===== config.mk =====
export PLATFORM = sky130hd
export DESIGN_NAME = brb_ring_add
export DESIGN_NICKNAME = d
export VERILOG_FILES = /design/src/hdl/brb_pkg.sv /design/src/hdl/brb_ring_add.sv
export SDC_FILE = /design/constraint.sdc
export NUM_CORES = 1
export LEC_CHECK = 0
export CORE_AREA = 2 2 39 41
export DETAILED_ROUTE_END_ITERATION = 6
export DIE_AREA = 0 0 41 43
export DONT_BUFFER_PORTS = 1
export GPL_ROUTABILITY_DRIVEN = 0
export GPL_TIMING_DRIVEN = 0
export PLACE_DENSITY = 0.51
export SETUP_SLACK_MARGIN = 0.3
export SYNTH_ARGS = -nofsm -noshare
export SYNTH_HDL_FRONTEND = slang
export SYNTH_SLANG_ARGS = --single-unit

===== constraint.sdc =====
create_clock -name vclk -period 2.4
set_input_delay 0.6 -clock vclk [all_inputs]
set_output_delay 0.6 -clock vclk [all_outputs]
set_load 0.02 [all_outputs]

===== src/hdl/brb_pkg.sv =====
// Shared constants, field widths and operation codes of the byte ring buffer FIFO.
package brb_pkg;

   localparam int DEPTH_DEF    = 1024;
   localparam int MAX_PEEK_DEF = 64;

   localparam int OP_W   = 2;
   localparam int BYTE_W = 8;
   localparam int CNT_W  = 10;

   typedef enum logic [OP_W-1:0] {
      OP_PUSH   = 2'd0,
      OP_PEEK   = 2'd1,
      OP_REMOVE = 2'd2,
      OP_NOP    = 2'd3
   } op_type;

endpackage


===== src/hdl/brb_ring_add.sv =====
// Shared modular adder: advances a ring pointer by a step, wrapping at DEPTH.
module brb_ring_add #(
   parameter int DEPTH = brb_pkg::DEPTH_DEF
) (
   input  logic [$clog2(DEPTH)-1:0] base,
   input  logic [$clog2(DEPTH)-1:0] step,
   output logic [$clog2(DEPTH)-1:0] sum
);

   localparam int PTR_W = $clog2(DEPTH);

   logic [PTR_W:0] raw;

   always_comb begin
      raw = {1'b0, base} + {1'b0, step};
      // step stays below DEPTH, so one conditional subtract wraps
      if (raw >= (PTR_W+1)'(DEPTH)) begin
         sum = PTR_W'(raw - (PTR_W+1)'(DEPTH));
      end else begin
         sum = raw[PTR_W-1:0];
      end
   end

endmodule


Word-level counts from Yosys, hierarchy flattened. Index checks and enable logic that the tools add are counted.

Add/subtract/negate cells: 2. $lt $le $gt $ge: 1. Multiplexer cells: 1.

Operator list (number): adder 10 x 10 -> 11 bit (1); greater-or-equal comparator 11 bit, second input constant (1); two-way mux 10 bit (1); subtractor 10 x 1 -> 10 bit, second input constant (1).

Bits in registers: 0. Input port bits: 20. Output and inout port bits: 10. Word-level logic and storage cells: 4.

Depth between registers and ports, before layout.
Depth after elaboration: 3. Mapped depth: 7. Depth with buffers taken out: 7.

Worst setup path after synthesis. No wires, ideal clock.

Path kind: in2out. From: input base[0]. To: output sum[8]. Arrival time: 1.981 ns. Required time: 1.800 ns. Path slack: -0.181 ns. Cell stages on the path: 7. Buffers on the path: 0. Cell sequence: ha_1 -> inv_1 -> fa_1 -> nand2b_1 -> a21oi_1 -> a221oi_2 -> xnor2_1.

Longest elaborated chain between the ends: 3. Elaborated cells on any way between the ends: 4. Classes of those cells: add/sub (2); order compare (1); mux (1).

Ends and longest elaborated chain: start, declared (RTL line brb_ring_add.sv:5) `input logic [$clog2(DEPTH)-1:0] base,`; adder 10 x 10 -> 11 bit * (RTL line brb_ring_add.sv:15) `raw = {1'b0, base} + {1'b0, step};`; subtractor 10 x 1 -> 10 bit / greater-or-equal comparator 11 bit (equally long branches) (RTL line brb_ring_add.sv:18, brb_ring_add.sv:17); two-way mux 10 bit * (RTL line brb_ring_add.sv:17) `if (raw >= (PTR_W+1)'(DEPTH)) begin`; end, declared (RTL line brb_ring_add.sv:7) `output logic [$clog2(DEPTH)-1:0] sum`.

Mark *: on every way between the ends. The rest lies on a longest branch, timed or not.

Final worst setup path.
From: input step[0]. To: output sum[8].

Longest elaborated chain between the ends: 3. Elaborated cells on any way between the ends: 4. Classes of those cells: add/sub (2); order compare (1); mux (1).

Ends and longest elaborated chain: start, declared (RTL line brb_ring_add.sv:6) `input logic [$clog2(DEPTH)-1:0] step,`; adder 10 x 10 -> 11 bit * (RTL line brb_ring_add.sv:15); subtractor 10 x 1 -> 10 bit / greater-or-equal comparator 11 bit (equally long branches) (RTL line brb_ring_add.sv:18, brb_ring_add.sv:17); two-way mux 10 bit * (RTL line brb_ring_add.sv:17).

Marked as above.

==> results.py <==
metrics = {
    "worst_setup_path": {
        "cp_slowest_cell": "fa_2",
        "cp-end-kind": "primary output",
        "worstSetupPathType": "input port to primary output",
        "cp.required_ns": 1.80,
        "critPathBufInv": 1,
        "max_stage_delay_ns": 0.33,
        "crit_arrival_ns": 1.74,
        "start_kind": "input port",
        "cp_top_family": "adder cells",
        "path_cells": "ha_4 -> inv_2 -> fa_2 -> nand2b_4 -> a21oi_4 -> a221oi_2 -> xnor2_2",
        "path_max_fanout": 2,
    },
    "power": {
        "p_leak_nw": 0.301,
        "total_power_mw": 0.272,
        "irDropWorstVdd_v": 0.000132,
        "power.density_mw_per_mm2": 355,
    },
    "layout": {
        "final_util_pct": 55.3,
        "fin_nets": 92,
        "nClkBuffers": 0,
        "fill_cells": 112,
        "syn2layout_area_growth_pct": 98.7,
        "drive_above_1_share_pct": 65.0,
        "diodes": 0,
        "regArea_sq_um": 0,
        "stdcell_area_sq_um": 766,
        "n_sequential_cell": 0,
    },
    "grt": {
        "grt_pass1_wl_microns": 1390,
        "use_met1_pct": 15.9,
        "grt_pass1_vias": 353,
        "antenna_found_initial": 0,
        "groute.layer.met2.usage_pct": 17.5,
        "grt_use_met3_pct": 0,
        "grt.total_usage_pct": 10.6,
        "grt_max_degree": 7,
        "grt-ovfl-total": 0,
        "busiest_layer": "met2",
    },
    "synth": {
        "synth_top_family_by_area": "adder cells",
        "synth_mux_area_share_pct": 0,
        "synth_xor_area_share_pct": 20.5,
        "yosys-top-cells-area": "ha_1 (29%), xnor2_1 (16%), nand3_1 (6.5%)",
        "synthSimpleGateAreaFrac_pct": 15.6,
        "syn_area_per_cell_sq_um": 7.56,
        "synth_common_cells": "ha_1 (9), xnor2_1 (7), inv_1 (6), nand3_1 (5)",
        "ys_types": 17,
        "yosysWarnings": 0,
        "synth_most_common_cell": "ha_1",
        "syn_nets": 81,
        "netlist_instances": 51,
        "netlist_area_sq_um": 385,
        "synth-compound-area-share_pct": 23.7,
        "ys_seq_area_share_pct": 0,
        "yosys.area.top_type_share_pct": 29.2,
        "synth_area_leader_cell": "ha_1",
        "yosys.area_share.adder_pct": 34.4,
    },
    "drt": {
        "drt.antenna.violating_nets": 0,
        "drt_first_pass_iters": 4,
        "routed_via_density": 5.33,
        "route.detailed.drc": 0,
        "routed_wl_microns": 1020,
        "wl_per_cell_microns": 13.4,
        "vias": 405,
        "drtIter0Drc": 5,
    },
    "outcome": {
        "status": "complete, no violations",
    },
    "sta": {
        "fin_ws_ns": 0.0573,
        "tightest_slew_ns": 0.440,
        "period_share_pct": 97.6,
        "hold_violations": 0,
        "setup_viol": 0,
        "period_minus_slack_ns": 2.34,
        "max_freq_mhz": 427,
        "slew_headroom_pct": 70.6,
        "hold_ws_ns": 1.34,
        "slew_viol_final": 0,
        "rsz0062_at_grt": "yes",
    },
    "die": {
        "dieArea_sq_mm": 0.00176,
        "die_h_microns": 43,
        "die_w_microns": 41,
        "core_sq_mm": 0.00138,
        "rows": 14,
        "start_util_pct": 27.8,
        "ios": 30,
    },
    "placement": {
        "dpl_cell_area_sq_um": 533,
        "hpwl_microns": 708,
        "port_buffers": 0,
        "place_ws_ns": -0.0460,
    },
    "run": {
        "cap_viol_max_count": 0,
    },
    "clock_network": {
        "ctsHoldBuffers": 0,
    },
    "worst_hold_path": {
        "hp-class": "input port to primary output",
    },
}
## worst paths after layout
path,start,to,cells past startpoint
max,step[0],sum[8],7
min,base[0],sum[0],1
## layout make-up
cell class | instances | area [sq um] | share of cell area [%]
multi-input cells | 45 | 652 | 85.1
repair buffers | 9 | 71.3 | 9.31
inverters | 6 | 22.5 | 2.94
well taps | 16 | 20.0 | 2.61
## placed cells by master (no fill, tap or decap)
cell      n
a21o_1    2
a21oi_2   1
a21oi_4   3
a221oi_2  1
a31oi_1   1
a31oi_2   1
and2_1    1
buf_4     8
buf_6     1
fa_2      1
ha_1      1
ha_2      1
ha_4      7
inv_1     5
inv_2     1
nand2_1   1
nand2_4   1
nand2b_4  1
nand3_1   2
nand3_2   3
nor2_1    3
nor2_4    1
o211ai_1  2
o21ai_1   1
o221ai_4  1
xnor2_2   3
xnor2_4   4
xor2_1    2
## logic make-up after synthesis
logic type / count (synthesis)
AOI/OAI and AO/OA: 13
and+or+nand+nor: 13
adders and majority gates: 10
xor gates and xnor gates: 9
buffers and inverters: 6
## power breakdown
part / switching, mW / internal (mW)
Clock: 0 / 0
Combinational: 0.141 / 0.132
Sequential: 0 / 0
## repair_timing
action | 4_1_cts | 5_1_grt
setup endpoints to repair | 8 | 7
pin swaps | 15 | 13
buffers inserted | 4 | 5
gates cloned | 0 | 0
resized for setup | 13 | 13
## layer usage
| metal | wire length [microns] | share of wire [%] |
|---|---|---|
| met2 | 572 | 56 |
| met4 | 0 | 0 |
| met3 | 42 | 4.1 |
| met1 | 402 | 39 |
| met5 | 0 | 0 |
## through the flow
stage | std cells | setup TNS (ns)
detailed placement | 67 | -0.0561
floorplan | 51 | 0
CTS | 71 | 0
global placement | 67 | -0.0565
global route | 76 | 0
finish | 76 | 0
Note: power is estimated with default switching activity, not from simulation.
